File: config.mk
export PLATFORM = sky130hd
export DESIGN_NAME = mcod_alu
export DESIGN_NICKNAME = d
export VERILOG_FILES = /design/src/rtl/mcod_pkg.sv /design/src/rtl/mcod_alu.sv
export SDC_FILE = /design/constraint.sdc
export NUM_CORES = 1
export LEC_CHECK = 0
export ABC_AREA = 0
export BUFFER_PORTS_ARGS = -buffer_cell sky130_fd_sc_hd__buf_2
export CORE_MARGIN = 2
export CORE_UTILIZATION = 64
export CTS_CLUSTER_SIZE = 12
export DETAILED_ROUTE_END_ITERATION = 10
export GPL_TIMING_DRIVEN = 0
export PLACE_DENSITY = 0.92
export SYNTH_ARGS = -nofsm -noshare
export SYNTH_HDL_FRONTEND = slang
export SYNTH_SLANG_ARGS = --single-unit
export TNS_END_PERCENT = 50
File: constraint.sdc
create_clock -name aclk -period 9.9 [get_ports aclk]
set_clock_uncertainty 0.05 [all_clocks]
set_input_delay 2.475 -clock aclk [delete_from_list [all_inputs] [get_ports aclk]]
set_output_delay 2.475 -clock aclk [all_outputs]
set_load 0.02 [all_outputs]
File: src/rtl/mcod_pkg.sv
// ----------------------------------------------------------------------------
// mcod_pkg
// Shared types and constants of the matrix chain order core.
// ----------------------------------------------------------------------------
package mcod_pkg;

    localparam int S_TDATA_W   = 24;
    localparam int M_TDATA_W   = 48;
    localparam int DIM_FIELD_W = 12;
    localparam int IDX_W       = 4;
    localparam int COST_W      = 40;
    localparam int SPLIT_W     = 4;
    localparam int STATUS_W    = 2;

    localparam logic [COST_W-1:0] COST_MAX = {COST_W{1'b1}};

    typedef enum logic {
        KIND_LOAD  = 1'b0,
        KIND_QUERY = 1'b1
    } kind_t;

    typedef enum logic [STATUS_W-1:0] {
        ST_OK        = 2'd0,
        ST_NO_CHAIN  = 2'd1,
        ST_BAD_INDEX = 2'd2,
        ST_TOO_MANY  = 2'd3
    } status_t;

    typedef struct packed {
        logic clr;
        logic cap_a;
        logic mul_ab;
        logic mul_k;
        logic sum;
        logic cmp;
    } alu_ctl_t;

endpackage

File: src/rtl/mcod_alu.sv
// ----------------------------------------------------------------------------
// mcod_alu
// Shared cost unit: dimension products, saturating cost sum, running minimum.
// ----------------------------------------------------------------------------
module mcod_alu #(
    parameter int DIM_BITS = 12,
    parameter int IW       = 4
) (
    input  logic                          aclk,
    input  mcod_pkg::alu_ctl_t            ctl,
    input  logic [DIM_BITS-1:0]           dim_rdata,
    input  logic [mcod_pkg::COST_W-1:0]   cost_l,
    input  logic [mcod_pkg::COST_W-1:0]   cost_r,
    input  logic [IW-1:0]                 split_cand,
    output logic [mcod_pkg::COST_W-1:0]   best_cost,
    output logic [IW-1:0]                 best_split
);

    localparam int P1W = 2 * DIM_BITS;
    localparam int PW  = 3 * DIM_BITS;
    localparam int SW  = ((PW > mcod_pkg::COST_W) ? PW : mcod_pkg::COST_W) + 2;

    logic [DIM_BITS-1:0]         da_reg;
    logic [P1W-1:0]              p1_reg;
    logic [PW-1:0]               prod_reg;
    logic [mcod_pkg::COST_W-1:0] q_reg;
    logic [mcod_pkg::COST_W-1:0] best_reg;
    logic [IW-1:0]               best_k_reg;
    logic                        have_reg;
    logic [SW-1:0]               sum;

    assign sum = SW'(cost_l) + SW'(cost_r) + SW'(prod_reg);

    always_ff @(posedge aclk) begin
        if (ctl.cap_a) begin
            da_reg <= dim_rdata;
        end
        if (ctl.mul_ab) begin
            p1_reg <= P1W'(da_reg) * P1W'(dim_rdata);
        end
        if (ctl.mul_k) begin
            prod_reg <= PW'(p1_reg) * PW'(dim_rdata);
        end
        if (ctl.sum) begin
            q_reg <= (sum > SW'(mcod_pkg::COST_MAX)) ? mcod_pkg::COST_MAX
                                                     : sum[mcod_pkg::COST_W-1:0];
        end
        if (ctl.clr) begin
            have_reg <= 1'b0;
        end else if (ctl.cmp && (!have_reg || (q_reg < best_reg))) begin
            best_reg   <= q_reg;
            best_k_reg <= split_cand;
            have_reg   <= 1'b1;
        end
    end

    assign best_cost  = best_reg;
    assign best_split = best_k_reg;

endmodule

# Word-level counts from Yosys, hierarchy flattened

Cells that the tools add are included.

Bits in registers: 157
Latch bits: 0
Bits in writable memories: 0
ROM bits: 0
Output and inout bits: 44
Memories kept: 0

Add/sub/neg operators: 2
$mul: 2
Divide/modulo/power cells: 0
Magnitude comparators: 2
Equal/unequal tests: 0
Shifts and indexed selects: 0
Mux-type cells: 0
Bitwise gates (word level): 1
Reductions and logical operators: 4

Operators with widths:

| operator             | number |
|---|---|
| $add 41x36->42       | 1 |
| $gt 42x40->1 const B | 1 |
| $add 40x40->41       | 1 |
| $lt 40x40->1         | 1 |
| $mul 24x12->36       | 1 |
| $mul 12x12->24       | 1 |
| $reduce_and 2->1     | 1 |
| $logic_and 1x1->1    | 1 |
| $logic_not 1->1      | 1 |
| $logic_or 1x1->1     | 1 |
| $not 1->1            | 1 |

# Depth between registers and ports, before layout

Gate-level depths: netlist (run 1).

Depth after elaboration: 4
Gate-level depth with buffers: 24
Depth with buffers taken out: 22

# Worst setup path after synthesis (run 1)

OpenSTA, ideal clock, no wires.

Path kind: input -> register
Start point: in dim_rdata[3]
End point: reg prod_reg[32], data pin
Setup time: 0.261 ns
Arrival time: 8.027 ns
Required time: 9.589 ns
Setup slack: 1.562 ns
Stages: 22
Path buffers: 2
Path through: clkbuf_1 -> clkbuf_1 -> nand2_1 -> fa_1 -> fa_1 -> inv_1 -> fa_1 -> fa_1 -> inv_1 -> fa_1 -> inv_1 -> ha_1 -> and2_1 -> and3_1 -> a32oi_1 -> nor4bb_1 -> o21ai_0 -> nand3_1 -> a21oi_1 -> a221oi_1 -> nor3_1 -> a311o_1

Cells in the longest elaborated chain, start to end: 1

RTL lines:

| what                 | line           | text |
|---|---|---|
| start, declared      | mcod_alu.sv:11 | `input logic [DIM_BITS-1:0] dim_rdata,` |
| $mul 24x12->36       | mcod_alu.sv:42 | `prod_reg <= PW'(p1_reg) * PW'(dim_rdata);` |
| end signal, assigned | mcod_alu.sv:42 |  |
| end, declared        | mcod_alu.sv:25 | `logic [PW-1:0] prod_reg;` |

Every way passes these cells.
A chain may end at the register's enable or synchronous reset.

# Worst setup path in the final report (run 1)

Start point: in dim_rdata[10]
End point: reg prod_reg[32], data pin

The elaborated chain is that of the path after synthesis.

==> flow_metrics.py, run 1 <==
metrics = {
    "setup_path": {
        "endpoint": "prod_reg[32]",
        "reg2reg_from": "p1_reg[4]",
        "ff2ff_path_depth": 22,
        "crit_arrival_ns": 9.57,
        "critical_path.max_fanout": 10,
        "crit_type": "input port to flip-flop",
        "startpoint_type": "input port",
        "cp-end-kind": "flip-flop",
        "rr_endpoint": "prod_reg[32]",
        "crit_required_ns": 10.06,
        "reg2reg_slack_ns": 2.82,
        "startpoint": "dim_rdata[10]",
    },
    "cts": {
        "clk_path_buf_depth": 2,
        "cts_tree": "built",
        "clock-sinks": 157,
        "insertion_delay_ns": 0.47,
        "clkTransAtPathRegs_ns": 0.07,
        "root_buffer": "clkbuf_16",
        "h-tree-depth": 4,
        "hold_buffers": 0,
        "cts_resized": 0,
        "post_cts_buffers": 0,
        "cts_buffers": 17,
    },
    "logic_synthesis": {
        "syn_avg_cell_area_um2": 9.73,
        "synth_xor_area_share_pct": 2.76,
        "syn_area_um2": 22200,
        "yosysSeqAreaShare_pct": 21.2,
        "yosys.area_share.simple_pct": 13.9,
        "syn-num-nets": 2961,
        "synth_cell_type_count": 59,
        "synth-compound-area-share_pct": 8.39,
        "synthArstFlopShare_pct": 0,
        "yosys.area.top_type": "fa_1",
        "synth_mux_area_share_pct": 0.180,
        "synth-adder-area-share_pct": 44.4,
        "synth_edf_count": 156,
        "synth_top_family_by_area": "adder cells",
        "yosysWarnings": 0,
        "syn-instance-count": 2283,
        "yosys_register_bits": 157,
        "synth.area.top_cells": "fa_1, edfxtp_1, ha_1",
        "ys.flop_type": "edfxtp_1",
        "synth_top_area_share_pct": 32.2,
    },
    "placement": {
        "dpl.hpwl_mm": 44.7,
        "place_congestion": 0.967,
        "port_buffers": 146,
    },
    "finish": {
        "fillCellCount": 2344,
        "fin_nets": 3127,
        "final-seq-area_um2": 4700,
        "drive_above_1_share_pct": 8.00,
        "area_growth_pct": 8.89,
        "multi_input_area_um2": 15500,
    },
    "global_route": {
        "grtUsageTotal_pct": 33.1,
        "busiest_layer": "met2",
        "overflow": 0,
        "grt_util_met3_pct": 7.18,
        "grt_pass1_wl_mm": 92.6,
        "grt_use_met1_pct": 40.3,
        "use_met2_pct": 57.2,
        "grt_antenna_before_repair": 1,
        "grt_pass1_vias": 18500,
        "grt_max_degree": 41,
    },
    "timing": {
        "min_period_over_period_pct": 95.1,
        "final_max_slew_viol_count": 0,
        "setup-tns-final_ns": 0,
        "worst_pin_slew_ns": 0.891,
        "setup_viol": 0,
        "slew_headroom_pct": 40.6,
        "rsz0062_at_grt": "no",
        "fmax_mhz": 106,
        "fin_crit_ns": 9.41,
        "hold_viol": 0,
    },
    "floorplanning": {
        "coreArea_um2": 34400,
        "rows": 68,
        "die_w_um": 190,
        "die_h_um": 190,
        "start_util_pct": 64.7,
        "dieArea_um2": 36200,
        "io-pin-count": 147,
    },
    "routing": {
        "viasPerCell": 5.90,
        "vias": 17200,
        "wl_mm": 56.9,
        "drc": 0,
        "first_pass_iters": 5,
        "wire_per_inst_um": 19.5,
        "drt-initial-drc-count": 1565,
        "antenna_left": 0,
    },
    "status": {
        "status": "completed",
    },
    "min_path": {
        "hold_class": "flip-flop to flip-flop",
    },
    "flow_run": {
        "maxCapViolCount": 0,
    },
}
## area by class of cell
cell class | count | share of cell area [%]
Sequential cell | 157 | 19.4
Clock inverter | 14 | 0.838
Multi-Input combinational cell | 1593 | 64.1
Tap cell | 455 | 2.35
Clock buffer | 18 | 1.81
Antenna cell | 1 | 0.0103
Inverter | 439 | 6.81
Timing Repair Buffer | 147 | 3.10
Buffer | 94 | 1.57
## per-layer routing
layer / wire length, µm / part of all wire [%] / vias up
met3: 5650 / 9.9 / 205
met1: 20600 / 36 / 8477
met5: 13 / 0.023 / -
met2: 28100 / 49 / 1008
li1: - / - / 7529
met4: 2460 / 4.3 / 2
## synth_stat cells, types with 3 or more instances
library cell,n
a21o_1,55
a31o_2,4
nor2_1,53
nand4_1,15
a221o_1,3
xnor2_1,46
ha_1,218
inv_1,439
clkbuf_1,90
o21ai_0,59
a221oi_1,4
and2_1,158
a21oi_1,76
and3_1,9
a31oi_1,8
a211oi_1,9
xor2_1,24
o31ai_1,5
nand3_1,12
mux2i_1,4
o21bai_1,12
a21boi_0,6
o211ai_1,4
edfxtp_1,156
o21a_1,8
nand2_1,358
a41oi_1,3
buf_6,3
nor3_1,16
fa_1,357
nand2b_1,15
nor2b_1,16
o41ai_1,3
## critical path, stage by stage
cell and delay (ns):
buf_2 0.12, clkbuf_1 0.48, clkbuf_1 0.65, nand2_1 0.17, fa_1 0.51, fa_1 0.50, inv_1 0.05, fa_1 0.46
fa_1 0.54, inv_1 0.05, fa_1 0.53, inv_1 0.05, ha_1 0.36, and2_1 0.22, and3_1 0.18, a32oi_1 0.20
nor4bb_1 0.46, o21ai_0 0.22, nand3_1 0.15, a21oi_1 0.14, a221oi_1 0.61, nor3_1 0.12, a311o_1 0.30
## cells by family after synthesis
kind of cell / after synthesis
and+or+nand+nor: 663
buffers and inverters: 533
adders and majority gates: 575
xor gates and xnor gates: 70
DFF: 157
muxes: 4
AOI/OAI and AO/OA: 281
## through the flow
step | instance area, µm² | util, % | setup slack [ns] | instances | hold WS [ns]
2_1_floorplan | 22200 | - | 1.56 | 2283 | 0.367
3_3_place_gp | 23500 | 68.4 | 0.379 | 2884 | 0.379
3_5_place_dp | 23600 | 68.5 | 0.180 | 2885 | 0.389
4_1_cts | 24200 | 70.4 | 0.624 | 2917 | 0.401
5_1_grt | 24200 | 70.4 | 0.246 | 2917 | 0.413
6_report | 24200 | 70.4 | 0.489 | 2918 | 0.407
## worst min path at each step
stage / start / slack, ns / cells after the start / end
2_1_floorplan: q_reg[0] / 0.37 / 0 / best_cost[0]
3_3_place_gp: q_reg[0] / 0.38 / 0 / best_cost[0]
3_5_place_dp: q_reg[9] / 0.39 / 0 / best_cost[9]
4_1_cts: q_reg[25] / 0.40 / 0 / best_cost[25]
5_1_grt: q_reg[4] / 0.41 / 0 / best_cost[4]
6_report: q_reg[11] / 0.41 / 0 / best_cost[11]
## cells in the final DEF (no fill, tap or decap), drive strengths merged, types with 5 or more instances in the layout
master and count:
xor2 24, clkinv 5, edfxtp 156, buf 151, o21ai 62, o21a 8, a31oi 8, a2111oi 5
nor2 53, a21oi 76, nor3 16, and3 9, nand2b 15, nand3 12, o31ai 5, clkbuf 108
a21boi 6, inv 445, a211oi 9, fa 357, and2 158, nand4 15, ha 218, nor2b 16
a31o 5, a21o 55, nand2 358, o21bai 12, xnor2 46
Power of run 1 is not shown: default switching activity piles up to over one toggle a cycle in this logic, so the estimate is an artifact.
==> run 2, diff against run 1 <==
--- a/config.mk
+++ b/config.mk
@@ -7,11 +7,11 @@
 export LEC_CHECK = 0
 export ABC_AREA = 0
 export BUFFER_PORTS_ARGS = -buffer_cell sky130_fd_sc_hd__buf_2
+export CORE_ASPECT_RATIO = 2
 export CORE_MARGIN = 2
 export CORE_UTILIZATION = 64
 export CTS_CLUSTER_SIZE = 12
 export DETAILED_ROUTE_END_ITERATION = 10
-export GPL_TIMING_DRIVEN = 0
 export PLACE_DENSITY = 0.92
 export SYNTH_ARGS = -nofsm -noshare
 export SYNTH_HDL_FRONTEND = slang
==> flow_metrics.py, run 2 (same netlist as run 1, synthesis figures left out) <==
metrics = {
    "status": {
        "status": "completed",
    },
    "global_route": {
        "grt_pass1_vias": 18800,
        "busiest_layer": "met2",
        "grt_antenna_before_repair": 3,
        "grtUsageTotal_pct": 30.9,
        "use_met2_pct": 59.2,
        "grt_pass1_wl_mm": 87.2,
        "grt_max_degree": 41,
        "grt_use_met1_pct": 30.4,
        "grt_util_met3_pct": 4.20,
        "overflow": 0,
    },
    "cts": {
        "h-tree-depth": 4,
        "post_cts_buffers": 0,
        "cts_buffers": 17,
        "cts_resized": 0,
        "clock-sinks": 157,
        "clkTransAtPathRegs_ns": 0.07,
        "hold_buffers": 0,
        "root_buffer": "clkbuf_16",
        "clk_path_buf_depth": 2,
        "insertion_delay_ns": 0.45,
        "cts_tree": "built",
    },
    "setup_path": {
        "cp-end-kind": "flip-flop",
        "crit_top_cell": "fa_1",
        "crit_type": "input port to flip-flop",
        "ff2ff_path_depth": 21,
        "cpLargestDelayFamily": "adder cells",
        "crit_required_ns": 10.04,
        "critical_path.max_fanout": 37,
        "cp.depth": 21,
        "crit_buf_inv": 4,
        "crit_arrival_ns": 8.96,
        "crit_chain": "buf_2 -> nand2_1 -> fa_1 -> fa_1 -> inv_1 -> fa_1 -> fa_1 -> inv_1 -> fa_1 -> inv_1 -> ha_1 -> and2_1 -> and3_1 -> a32oi_1 -> nor4bb_1 -> o21ai_0 -> nand3_1 -> a21oi_1 -> a221oi_1 -> nor3_1 -> a311o_1",
        "crit_path_top_delay_cell": "nor4bb_1",
        "max_stage_delay_ns": 0.57,
        "startpoint_type": "input port",
    },
    "routing": {
        "drc": 0,
        "viasPerCell": 5.85,
        "antenna_left": 0,
        "wl_mm": 53.0,
        "wire_per_inst_um": 18.8,
        "drt-initial-drc-count": 1180,
        "first_pass_iters": 6,
        "vias": 16500,
    },
    "flow_run": {
        "maxCapViolCount": 0,
    },
    "timing": {
        "worst_pin_slew_ns": 0.931,
        "min_period_over_period_pct": 89.0,
        "fin_crit_ns": 8.81,
        "fmax_mhz": 113,
        "final_max_slew_viol_count": 0,
        "fin_ws_ns": 1.09,
        "slew_headroom_pct": 37.9,
        "rsz0062_at_grt": "no",
        "setup_viol": 0,
        "hold_viol": 0,
        "setup-tns-final_ns": 0,
    },
    "placement": {
        "place_congestion": 0.966,
        "pre_cts_slack_ns": 0.730,
        "dpl.hpwl_mm": 42.8,
        "port_buffers": 146,
    },
    "min_path": {
        "hold_depth": 0,
        "hold_class": "flip-flop to flip-flop",
    },
    "floorplanning": {
        "dieArea_um2": 36300,
        "io-pin-count": 147,
        "coreArea_um2": 34200,
        "die_h_um": 268,
        "start_util_pct": 64.9,
        "rows": 96,
        "die_w_um": 136,
    },
    "finish": {
        "final_util_pct": 69.5,
        "final_cell_mix": "inv_1, nand2_1, fa_1, ha_1, and2_1",
        "drive_above_1_share_pct": 8.42,
        "final_common_cell": "inv_1",
        "fin_nets": 3040,
        "area_growth_pct": 7.01,
    },
}
-- run 2: worst register-to-register path: stages, from the launching register on --
cell and delay (ns):
edfxtp_1 0.60, and2_1 0.28, fa_1 0.54, inv_1 0.06, fa_1 0.53, inv_1 0.05
fa_1 0.48, fa_1 0.55, inv_1 0.06, fa_1 0.53, inv_1 0.05, ha_1 0.36
and2_1 0.22, and3_1 0.20, a32oi_1 0.18, nor4bb_1 0.57, o21ai_0 0.25, nand3_1 0.16
a21oi_1 0.13, a221oi_1 0.56, nor3_1 0.10, a311o_1 0.29
-- run 2: final timing paths --
check                 from             to  slack, ns
max reg2reg      p1_reg[5]   prod_reg[32]       2.84
max          dim_rdata[10]   prod_reg[32]       1.09
min reg2reg      q_reg[14]  best_cost[14]       0.40
min              q_reg[14]  best_cost[14]       0.40
-- run 2: stage by stage --
stage | cell area, µm² | hold slack (ns) | instances
after floorplan | 22200 | 0.367 | 2283
after global placement | 23200 | 0.377 | 2784
after detailed placement | 23200 | 0.389 | 2784
after CTS | 23800 | 0.401 | 2816
after global routing | 23800 | 0.412 | 2819
final | 23800 | 0.403 | 2819
-- run 2: area by class of cell --
class,count,area (µm²)
diodes,3,7.51
clock buffers,17,425
clock inverters,15,150
fillers,2374,10500
inverters,439,1650
multi-input cells,1593,15500
flip-flops and latches,157,4700
well taps,441,552
repair buffers,154,791
-- run 2: layer usage --
layer  routed length, µm  vias up  part of all wire, %
met5                   0        -                    0
met4                3400        0                  6.4
met3                3090      300                  5.8
met2               29700      794                   56
met1               16800     8046                   32
li1                    -     7341                    -
Power of run 2 is left out for the same reason.
