==> config.mk <==
export PLATFORM = sky130hd
export DESIGN_NAME = mcod_ram_1r
export DESIGN_NICKNAME = d
export VERILOG_FILES = /design/src/rtl/mcod_ram_1r.sv
export SDC_FILE = /design/constraint.sdc
export NUM_CORES = 1
export LEC_CHECK = 0
export BUFFER_PORTS_ARGS = -buffer_cell sky130_fd_sc_hd__buf_2
export CORE_ASPECT_RATIO = 1.2
export CORE_UTILIZATION = 35
export CTS_BUF_LIST = sky130_fd_sc_hd__clkbuf_2
export CTS_CLUSTER_DIAMETER = 120
export DETAILED_ROUTE_END_ITERATION = 16
export PLACE_DENSITY = 0.55
export SYNTH_ARGS = -nofsm -noshare
export SYNTH_HDL_FRONTEND = slang
export SYNTH_SLANG_ARGS = --single-unit
==> constraint.sdc <==
create_clock -name aclk -period 2.6 [get_ports aclk]
set_input_delay 0.52 -clock aclk [delete_from_list [all_inputs] [get_ports aclk]]
set_output_delay 0.52 -clock aclk [all_outputs]
set_load 0.01 [all_outputs]
==> src/rtl/mcod_ram_1r.sv <==
// ----------------------------------------------------------------------------
// mcod_ram_1r
// Single write port, single registered read port memory.
// ----------------------------------------------------------------------------
module mcod_ram_1r #(
    parameter int WIDTH = 12,
    parameter int DEPTH = 17,
    parameter int AW    = 5
) (
    input  logic             aclk,
    input  logic             we,
    input  logic [AW-1:0]    waddr,
    input  logic [WIDTH-1:0] wdata,
    input  logic             re,
    input  logic [AW-1:0]    raddr,
    output logic [WIDTH-1:0] rdata
);

    logic [WIDTH-1:0] mem [DEPTH];
    logic [WIDTH-1:0] rdata_reg;

    always_ff @(posedge aclk) begin
        if (we) begin
            mem[waddr] <= wdata;
        end
        if (re) begin
            rdata_reg <= mem[raddr];
        end
    end

    assign rdata = rdata_reg;

endmodule

# Word-level counts from Yosys, hierarchy flattened

Memories as Yosys holds them, arrays and structs flattened. A register that Yosys moved wholly into a read port is not among the register bits.
Cells that the tools add are included.

Register bits after elaboration: 0
Bits in writable memories: 204
Input bits: 25
Output and inout bits: 12
Logic and storage cells: 3
Memories: 1

Muxes and demuxes: 2

Memories:

| memory | words | bits a word | rd ports | clocked after memory_dff | write ports | RTL line | RTL |
|---|---|---|---|---|---|---|---|
| mem    | 17    | 12          | 1        | 1                        | 1           | 19       | `logic [WIDTH-1:0] mem [DEPTH];` |

Operators with widths:

| cell    | number |
|---|---|
| $mux W1 | 2 |

# Longest topological paths before layout

Gate-level depths: netlist (run 1).

Depth in word-level cells: 2
Gate-level depth with buffers: 5
Depth with buffers taken out: 3

# Worst setup path after synthesis (run 1)

OpenSTA, ideal clock, no wires.

Path type: input to register
From: input we
To: memory mem[8][0], enable pin
Setup time: 0.399 ns
Arrival: 1.894 ns
Data required time: 2.201 ns
Setup slack: 0.306 ns
Stages: 3
Buffers on the path: 0
Path through: nor2b_1 -> nand2_1 -> nor3b_1

Word-level cells in the longest chain between the ends: 2

Ends and longest elaborated chain:

| what                          | RTL line | RTL |
|---|---|---|
| from (decl)                   | 11       | `input logic we,` |
| $mux W1                       | 23       | `if (we) begin` |
| $mux W1 (not written as such) | 24       | `mem[waddr] <= wdata;` |
| to (decl)                     | 19       |  |

No other way between the ends.

# Final worst setup path (run 1)

From: register rdata_reg[3], in the netlist rdata[3] (read register of mem)
To: output rdata[3]

RTL lines:

| what        | RTL line | RTL |
|---|---|---|
| from (decl) | 20       | `logic [WIDTH-1:0] rdata_reg;` |
| to (decl)   | 16       | `output logic [WIDTH-1:0] rdata` |

No word-level cell between the ends.

==> out/qor.yml, run 1 <==
status:
  outcome: "finished clean"
sta:
  postLayoutSetupSlackWorst_ns: 0.716
  setup_viol: 0
  slew_violations: 0
  hold_viol_final: 0
  tns_ns: 0
  skew_ns: 0.0204
  finalCritPeriodShare_pct: 72.4
  worst_pin_slew_ns: 0.425
  rsz0062_at_grt: "no"
  period_minus_slack_ns: 1.88
  max_freq_ghz: 0.531
  relSlewSlack_pct: 71.6
route:
  wl_per_cell_um: 22.0
  remaining_drc_errors: 0
  wirelength_met1_um: 7740
  wl_um: 17700
  wl_met3_um: 800
  top_layer_used: "met4"
  drt_iter0_markers: 310
  antenna_left: 0
  routed_via_density: 5.00
  vias: 4029
  routed-wl-met2_um: 8790
  firstDrtPassIters: 4
grt:
  overflow: 0
  antenna_found_initial: 1
  grt_pass1_vias: 4406
  grt_pass1_wl_um: 26600
  grt_max_degree: 37
  grt_util_all_layers_pct: 15.4
cells_and_area:
  layout.nets: 489
  final_cell_count_no_fill: 805
  largest_register_ffs: 204
  drive_gt1_share_pct: 41.5
  finalInstanceArea_mm2: 0.00944
  area_growth_pct: 12.9
clock_tree:
  cts_resized: 0
  cts_sinks: 216
  clock_path_buffers: 3
  cts_tree: "done"
  cts-root-buf: "clkbuf_2"
  cts_buffers: 52
  htreeDepth: 2
  cts-hold-fix-buffers: 0
  clk_pin_slew_ns: 0.11
  worstSkewPairLatency_ns: 0.76
  post_cts_buffers: 0
floorplan:
  core_area_mm2: 0.0233
  dieWidth_um: 143
  ios: 37
  die_area_mm2: 0.0245
  initial_utilization_pct: 35.9
  die_h_um: 171
  core.rowCount: 61
setup_path:
  crit_family: "flip-flops"
  worstPathArrival_ns: 1.36
  path_class: "reg2out"
  path_buf_inv: 1
  slowest_delay_ns: 0.44
  path_max_fanout: 1
  path_cells: "buf_2"
  slowest_stage: "edfxtp_1"
  required_ns: 2.08
  setup.worst_path.end_class: "primary output"
  start_kind: "flip-flop"
yosys:
  ys_types: 24
  synth-simple-area-share_pct: 2.42
  seq_area_frac_synth_pct: 77.5
  synth_top_family_by_area: "multiplexers"
  syn_area_mm2: 0.00836
  syn_area_per_cell_um2: 23.1
  synth.area.mux_share_pct: 14.7
  synthXorXnorAreaFrac_pct: 0
  synth_fa_ha_area_share_pct: 0
  syn-instance-count: 362
  ys_ff_latch: 216
  syn-num-nets: 387
  synth-warning-count: 0
  synth-compound-area-share_pct: 3.58
job:
  drv_cap: 0
place:
  io_buffers: 36
  place_area_mm2: 0.00905
  dp_hpwl_um: 10600
  dp.cells: 725
  place_congestion: 0.727
  dpl_worst_slack_ns: 0.364
min_path:
  min_path_type: "in2reg"
power:
  p_per_area_mw_per_mm2: 654
  p_leak_nw: 3.13
  ir_drop_uv: 200
  power_w: 0.00618
==> worst paths after layout <==
path / slack [ns] / depth (start not counted) / endpoint / from
worst max-delay path: 0.72 / 1 / rdata[3] / rdata[3]$_DFFE_PP_
worst min-delay path: 0.13 / 1 / mem[0][8]$_DFFE_PP_ / wdata[8]
worst max register to register: 1.08 / 3 / rdata[10]$_DFFE_PP_ / mem[9][10]$_DFFE_PP_
worst min register to register: 0.65 / 2 / rdata[6]$_DFFE_PP_ / mem[16][6]$_DFFE_PP_
==> cell usage after synthesis, drive strengths merged <==
| cell type | number | area [µm²] |
|---|---|---|
| nand2b | 3 | 18.8 |
| nor3 | 1 | 5.00 |
| mux4 | 48 | 1110 |
| o22ai | 12 | 119 |
| and4 | 1 | 8.76 |
| buf | 14 | 134 |
| nand3b | 2 | 15.0 |
| clkbuf | 3 | 11.3 |
| nor2b | 2 | 12.5 |
| edfxtp | 216 | 6490 |
| mux2i | 12 | 120 |
| nor3b | 2 | 15.0 |
| nor2 | 27 | 101 |
| a221oi | 12 | 180 |
| nand2 | 4 | 15.0 |
| inv | 1 | 3.75 |
| or2 | 1 | 6.26 |
| nand3 | 1 | 5.00 |
==> stage by stage <==
stage,util (%),hold WS [ns]
2_1_floorplan,-,0.618
3_3_place_gp,38.9,0.633
3_5_place_dp,38.9,0.638
4_1_cts,40.5,0.0425
5_1_grt,40.6,0.0505
6_report,40.6,0.131
==> worst register-to-register path, cell delays in order, from the launching register on <==
cell and delay, ns:
edfxtp_1 0.37, mux4_1 0.51, o22ai_1 0.27, a221oi_2 0.11
==> logic make-up (layout without fill, tap and decap cells) <==
logic type             count (synthesis)  after routing
other                                  0              1
and+or+nand+nor                       44             44
muxes                                 60             60
buffers and inverters                 18            145
DFF                                  216            216
AOI/OAI and AO/OA                     24             24
==> metal layers <==
metal / GRT usage (%) / up-vias
met5: 0 / -
met4: 6.03 / 0
met3: 3.31 / 31
met2: 25.0 / 108
met1: 20.1 / 2122
li1: - / 1768
==> area by class of cell <==
class                      count  area, µm²
sequential                   216       6490
clock buffer                  71        355
multi-input combinational    128       1740
fill                        2097      13800
tap                          315        394
timing repair buffer          65        423
antenna                        1       2.50
clock inverter                 8       31.3
inverter                       1       3.75
==> layout by cell type (no fill, tap or decap) <==
master    count
buf_2        36
clkbuf_2     71
buf_4        27
mux2i_1      12
and4_1        1
nand2_1       4
clkinv_2      1
nor3b_2       2
diode_2       1
inv_1         1
inv_2         2
a221oi_2     12
o22ai_2       7
or2_2         1
mux4_1        7
edfxtp_1    216
nand2b_1      3
nand3b_1      2
nor2b_1       2
nor3_2        1
o22ai_1       5
nand3_1       1
buf_12        2
clkinv_1      5
nor2_1       27
mux4_2       41
==> power by group <==
| part | total [W] | internal, W | switching (W) |
|---|---|---|---|
| Combinational | 0.000362 | 0.000152 | 0.000210 |
| Sequential | 0.00390 | 0.00388 | 0.0000150 |
| Clock | 0.00192 | 0.000717 | 0.00120 |
| Total | 0.00618 | 0.00475 | 0.00143 |
(Power assumes the default switching activity.)
==> inputs of run 2 (changes only) <==
Settings changed: PLACE_DENSITY 0.55 to 0.57.
Clock period 2.6 ns to 1.7 ns, I/O delays scaled along.
==> out/qor.yml, run 2 (synthesized netlist as in run 1, its figures left out) <==
sta:
  skew_ns: 0.0368  # was 0.0204 ns
  relSlewSlack_pct: 68.6  # was 71.6%
  max_freq_ghz: 0.575
  rsz0062_at_grt: "yes"  # was no
  hold_ws_ns: 0.153  # was 0.131 ns
  period_minus_slack_ns: 1.74
  finalCritPeriodShare_pct: 102
  slew_violations: 0  # unchanged
  worst_pin_slew_ns: 0.458  # was 0.425 ns
  setup_viol: 4  # was 0
  hold_viol_final: 0  # unchanged
  postLayoutSetupSlackWorst_ns: -0.0398  # was 0.716 ns
clock_tree:
  htreeDepth: 2  # unchanged
  cts-root-buf: "clkbuf_2"  # unchanged
  cts_sinks: 216  # unchanged
  cts_tree: "done"  # unchanged
  post_cts_buffers: 0  # unchanged
  clk_pin_slew_ns: 0.11  # about the same
  worstSkewPairLatency_ns: 0.78  # was 0.76 ns
  cts_buffers: 52  # unchanged
  clock_path_buffers: 3  # unchanged
floorplan:
  initial_utilization_pct: 35.9  # unchanged
  dieWidth_um: 143  # unchanged
  ios: 37  # unchanged
  die_area_mm2: 0.0245  # unchanged
  die_h_um: 171  # unchanged
  core.rowCount: 61  # unchanged
  core_area_mm2: 0.0233  # unchanged
grt:
  antenna_found_initial: 1  # unchanged
  grtUsageMet3_pct: 3.37  # was 3.31%
  grt_max_degree: 25  # was 37
  grt_pass1_wl_um: 26600  # about the same
  use_met1_pct: 18.2  # was 20.1%
  grt_util_all_layers_pct: 15.3  # was 15.4%
  grt.met2_usage_pct: 26.6  # was 25.0%
  grt-busiest-layer: "met2"  # unchanged
  grt_pass1_vias: 4439  # was 4,406
  overflow: 0  # unchanged
setup_path:
  slowest_delay_ns: 0.46  # was 0.44 ns
  worstPathArrival_ns: 1.40  # was 1.36 ns
  start_kind: "flip-flop"  # unchanged
  required_ns: 1.36  # was 2.08 ns
  path_class: "reg2out"  # unchanged
  setup.worst_path.end_class: "primary output"  # unchanged
  path_max_fanout: 1  # unchanged
  crit_cells: 1  # unchanged
  crit_family: "flip-flops"  # unchanged
  slowest_stage: "edfxtp_1"  # unchanged
  path_buf_inv: 1  # unchanged
  r2r_cells: 3  # unchanged
  path_cells: "buf_6"  # was buf_2
route:
  remaining_drc_errors: 0  # unchanged
  vias: 4129  # was 4,029
  routed_via_density: 4.89  # was 5.00
  wl_um: 17500  # was 17,700 µm
  firstDrtPassIters: 4  # unchanged
  antenna_left: 0  # unchanged
  wl_per_cell_um: 20.8  # was 22.0 µm
  drt_iter0_markers: 202  # was 310
cells_and_area:
  area_growth_pct: 20.4  # was 12.9%
  drive_gt1_share_pct: 42.0  # was 41.5%
  nFillCells: 2037  # was 2,097
  final_cell_mix: "edfxtp_1 (216), clkbuf_2 (70), mux4_2 (41)"  # was edfxtp_1 (216), clkbuf_2 (71), mux4_2 (41)
  final_cell_count_no_fill: 845  # was 805
  largest_register_ffs: 204  # unchanged
  final_common_cell: "edfxtp_1"  # unchanged
  layout.nets: 515  # was 489
place:
  dp.cells: 738  # was 725
  dp_hpwl_um: 10700  # was 10,600 µm
  place_congestion: 0.768  # was 0.727
  io_buffers: 36  # unchanged
  dpl_worst_slack_ns: -0.277  # was 0.364 ns
min_path:
  min_path_cells: 3  # was 1
  min_path_type: "in2reg"  # unchanged
status:
  failed_checks: "negative setup slack"
  outcome: "complete, but fails checks"  # was finished clean
power:
  ir_drop_uv: 351  # was 200 µV
  p_leak_nw: 3.37  # was 3.13 nW
  power_w: 0.0100  # was 0.00618 W
  p_per_area_mw_per_mm2: 996  # was 654 mW/mm²
job:
  drv_cap: 0  # unchanged
run 2: changes by cell type in the layout (fill, tap and decap cells not counted), sizes merged:
cell         before  now
buf              65   78
clkinvlp          0    1
bufinv            0    2
dlygate4sd3       0   13
inv               3    2
clkinv            6   19
clkbuf           71   70
run 2: area by class of cell:
type	instances	area [µm²]	share of cell area (%)
Timing Repair Buffer	91	938	9.32
Sequential cell	216	6490	64.4
Clock buffer	70	350	3.48
Tap cell	315	394	3.91
Multi-Input combinational cell	128	1740	17.3
Inverter	1	3.75	0.0373
Antenna cell	1	2.50	0.0249
Clock inverter	23	150	1.49
run 2: final timing paths:
check | endpoint | slack, ns | start
setup / recovery | rdata[6] | -0.04 | rdata[6]$_DFFE_PP_
hold / removal | mem[0][8]$_DFFE_PP_ | 0.15 | waddr[3]
setup reg to reg | rdata[0]$_DFFE_PP_ | 0.04 | mem[10][0]$_DFFE_PP_
hold reg to reg | rdata[1]$_DFFE_PP_ | 0.65 | mem[16][1]$_DFFE_PP_
run 2: worst register-to-register path: cells and delay by family (launching register included):
kind	cells	cell delay [ns]
muxes	2	0.88
DFF	1	0.39
AOI/OAI and AO/OA	1	0.13
run 2: where the power goes:
group | internal (W) | switching [W] | total (W)
logic | 0.000311 | 0.000344 | 0.000656
registers | 0.00594 | 0.0000262 | 0.00596
clock network | 0.00144 | 0.00197 | 0.00341
total | 0.00769 | 0.00234 | 0.0100
run 2: what timing repair did:
action                                  4_1_cts  5_1_grt
endpoints found under the hold margin       216        0
hold buffers                                 13        0
gates resized for setup                       1        1
gates cloned                                  0        0
endpoints found under the setup margin        9       12
run 2: metrics by stage:
| step | utilization [%] | area [µm²] | TNS (ns) |
|---|---|---|---|
| after detailed placement | 40.5 | 9420 | -1.97 |
| after CTS | 43.2 | 10100 | -0.644 |
| after floorplan | - | 8380 | -0.631 |
| after global placement | 40.5 | 9420 | -1.74 |
| after global routing | 43.3 | 10100 | -0.876 |
| final | 43.3 | 10100 | -0.114 |
run 2: layer usage:
layer	vias to the layer above	part of all wire, %
met4	0	2.6
li1	1839	-
met2	138	51
met5	-	0
met1	2120	40
met3	32	6.2
==> inputs of run 3 (changes only) <==
Clock period 1.7 ns to 1.6 ns, I/O delays scaled along.
==> out/qor.yml, run 3 (synthesized netlist as in run 1, its figures left out) <==
setup_path:
  path_buf_inv: 1  # unchanged
  crit_family: "flip-flops"  # unchanged
  path_cells: "buf_6"  # unchanged
  r2r-start: "mem[9][1]$_DFFE_PP_"  # was mem[10][0]$_DFFE_PP_
  start_kind: "flip-flop"  # unchanged
  r2r_end: "rdata[1]$_DFFE_PP_"  # was rdata[0]$_DFFE_PP_
  setup.worst_path.end_class: "primary output"  # unchanged
  required_ns: 1.28  # was 1.36 ns
  path_class: "reg2out"  # unchanged
  path_max_fanout: 1  # unchanged
  slowest_delay_ns: 0.46  # about the same
  r2r_cells: 3  # unchanged
  worstPathArrival_ns: 1.38  # was 1.40 ns
  slowest_stage: "edfxtp_1"  # unchanged
  r2r_setup_slack_ns: 0.06  # was 0.04 ns
cells_and_area:
  final_common_cell: "edfxtp_1"  # unchanged
  drive_gt1_share_pct: 42.9  # was 42.0%
  layout.nets: 517  # was 515
  largest_register_ffs: 204  # unchanged
  multi_input_area_mm2: 0.00177  # was 0.00174 mm²
  final_cell_count_no_fill: 854  # was 845
  finish.utilization_pct: 43.5  # was 43.3%
  finalInstanceArea_mm2: 0.0101  # about the same
  area_growth_pct: 21.1  # was 20.4%
  final_cell_mix: "edfxtp_1 (216), clkbuf_2 (73), mux4_2 (41)"  # was edfxtp_1 (216), clkbuf_2 (70), mux4_2 (41)
  seqCellArea_mm2: 0.00649  # unchanged
  nFillCells: 2048  # was 2,037
clock_tree:
  cts_buffers: 54  # was 52
  clk_pin_slew_ns: 0.11  # about the same
  cts-root-buf: "clkbuf_2"  # unchanged
  clock_path_buffers: 3  # unchanged
  htreeDepth: 2  # unchanged
  post_cts_buffers: 0  # unchanged
  worstSkewPairLatency_ns: 0.78  # about the same
  cts_sinks: 216  # unchanged
  cts_tree: "done"  # unchanged
route:
  firstDrtPassIters: 4  # unchanged
  remaining_drc_errors: 0  # unchanged
  vias: 4180  # was 4,129
  antenna_left: 0  # unchanged
  drt_iter0_markers: 195  # was 202
  top_layer_used: "met4"  # unchanged
  routed_via_density: 4.89  # about the same
  wl_um: 18500  # was 17,500 µm
  routed-wl-met2_um: 9540  # was 9030 µm
  wirelength_met1_um: 7410  # was 6970 µm
  wl_per_cell_um: 21.7  # was 20.8 µm
  wl_met3_um: 1270  # was 1090 µm
place:
  dp.cells: 738  # unchanged
  dp_hpwl_um: 11100  # was 10,700 µm
  io_buffers: 36  # unchanged
  place_congestion: 0.733  # was 0.768
  place_area_mm2: 0.00949  # was 0.00942 mm²
power:
  p_leak_nw: 3.38  # was 3.37 nW
  ir_drop_uv: 365  # was 351 µV
  p_per_area_mw_per_mm2: 1030  # was 996 mW/mm²
grt:
  antenna_found_initial: 1  # unchanged
  overflow: 0  # unchanged
  grt_max_degree: 25  # unchanged
  grt_util_all_layers_pct: 16.3  # was 15.3%
  grt_pass1_vias: 4620  # was 4,439
  grt_pass1_wl_um: 28000  # was 26,600 µm
floorplan:
  ios: 37  # unchanged
  die_area_mm2: 0.0245  # unchanged
  initial_utilization_pct: 35.9  # unchanged
  core_area_mm2: 0.0233  # unchanged
  core.rowCount: 61  # unchanged
  dieWidth_um: 143  # unchanged
  die_h_um: 171  # unchanged
sta:
  max_freq_ghz: 0.587
  worst_pin_slew_ns: 0.445  # was 0.458 ns
  finalCritPeriodShare_pct: 106
  setup_viol: 9  # was 4
  skew_ns: 0.0302  # was 0.0368 ns
  postLayoutSetupSlackWorst_ns: -0.103  # was -0.0398 ns
  hold_viol_final: 0  # unchanged
  relSlewSlack_pct: 70.3  # was 68.6%
  period_minus_slack_ns: 1.70
  slew_violations: 0  # unchanged
  rsz0062_at_grt: "yes"  # unchanged
status:
  failed_checks: "negative setup slack"  # unchanged
  outcome: "complete, but fails checks"  # unchanged
min_path:
  min_from: "waddr[3]"  # unchanged
  min_path_cells: 3  # unchanged
  min_path_type: "in2reg"  # unchanged
  whs_endpoint: "mem[4][6]$_DFFE_PP_"  # was mem[0][8]$_DFFE_PP_
job:
  drv_cap: 0  # unchanged
run 3: cell type report:
class | instances | share of cell area, %
flip-flops and latches | 216 | 64.0
multi-input cells | 128 | 17.5
repair buffers | 91 | 9.76
well taps | 315 | 3.89
clock buffers | 73 | 3.61
clock inverters | 29 | 1.12
inverters | 1 | 0.0371
diodes | 1 | 0.0247
run 3: repair_timing:
action / 4_1_cts / 5_1_grt
hold buffers: 13 / 0
hold endpoints to repair: 216 / 0
endpoints found under the setup margin: 12 / 12
resized for setup: 2 / 2
run 3: worst max path at each step:
stage,end,from,cells after the start
2_1_floorplan,mem[8][0]$_DFFE_PP_,we,3
3_5_place_dp,rdata[3]$_DFFE_PP_,raddr[2],5
5_1_grt,rdata[4],rdata[4]$_DFFE_PP_,1
6_report,rdata[4],rdata[4]$_DFFE_PP_,1
4_1_cts,rdata[4],rdata[4]$_DFFE_PP_,1
3_3_place_gp,rdata[3]$_DFFE_PP_,raddr[2],5
run 3: layer usage:
| metal | global-route usage [%] | vias up |
|---|---|---|
| met1 | 20.4 | 2169 |
| met5 | 0 | - |
| li1 | - | 1849 |
| met4 | 5.89 | 0 |
| met2 | 27.7 | 138 |
| met3 | 3.59 | 24 |
run 3: metrics by stage:
step	setup WS, ns	TNS [ns]	hold WS (ns)	total power, W
after floorplan	-0.112	-4.04	0.419	0.00683
after global placement	-0.345	-2.87	0.626	0.00713
after detailed placement	-0.344	-2.94	0.637	0.00715
after CTS	-0.218	-1.61	0.0215	0.0106
after global routing	-0.217	-2.05	0.0166	0.0110
final	-0.103	-0.487	0.114	0.0105
run 3: report_power, final:
part / internal (W) / total (W) / leakage, nW / switching [W]
Clock: 0.00126 / 0.00342 / 0.358 / 0.00215
Combinational: 0.000336 / 0.000701 / 1.07 / 0.000365
Sequential: 0.00631 / 0.00633 / 1.95 / 0.0000256
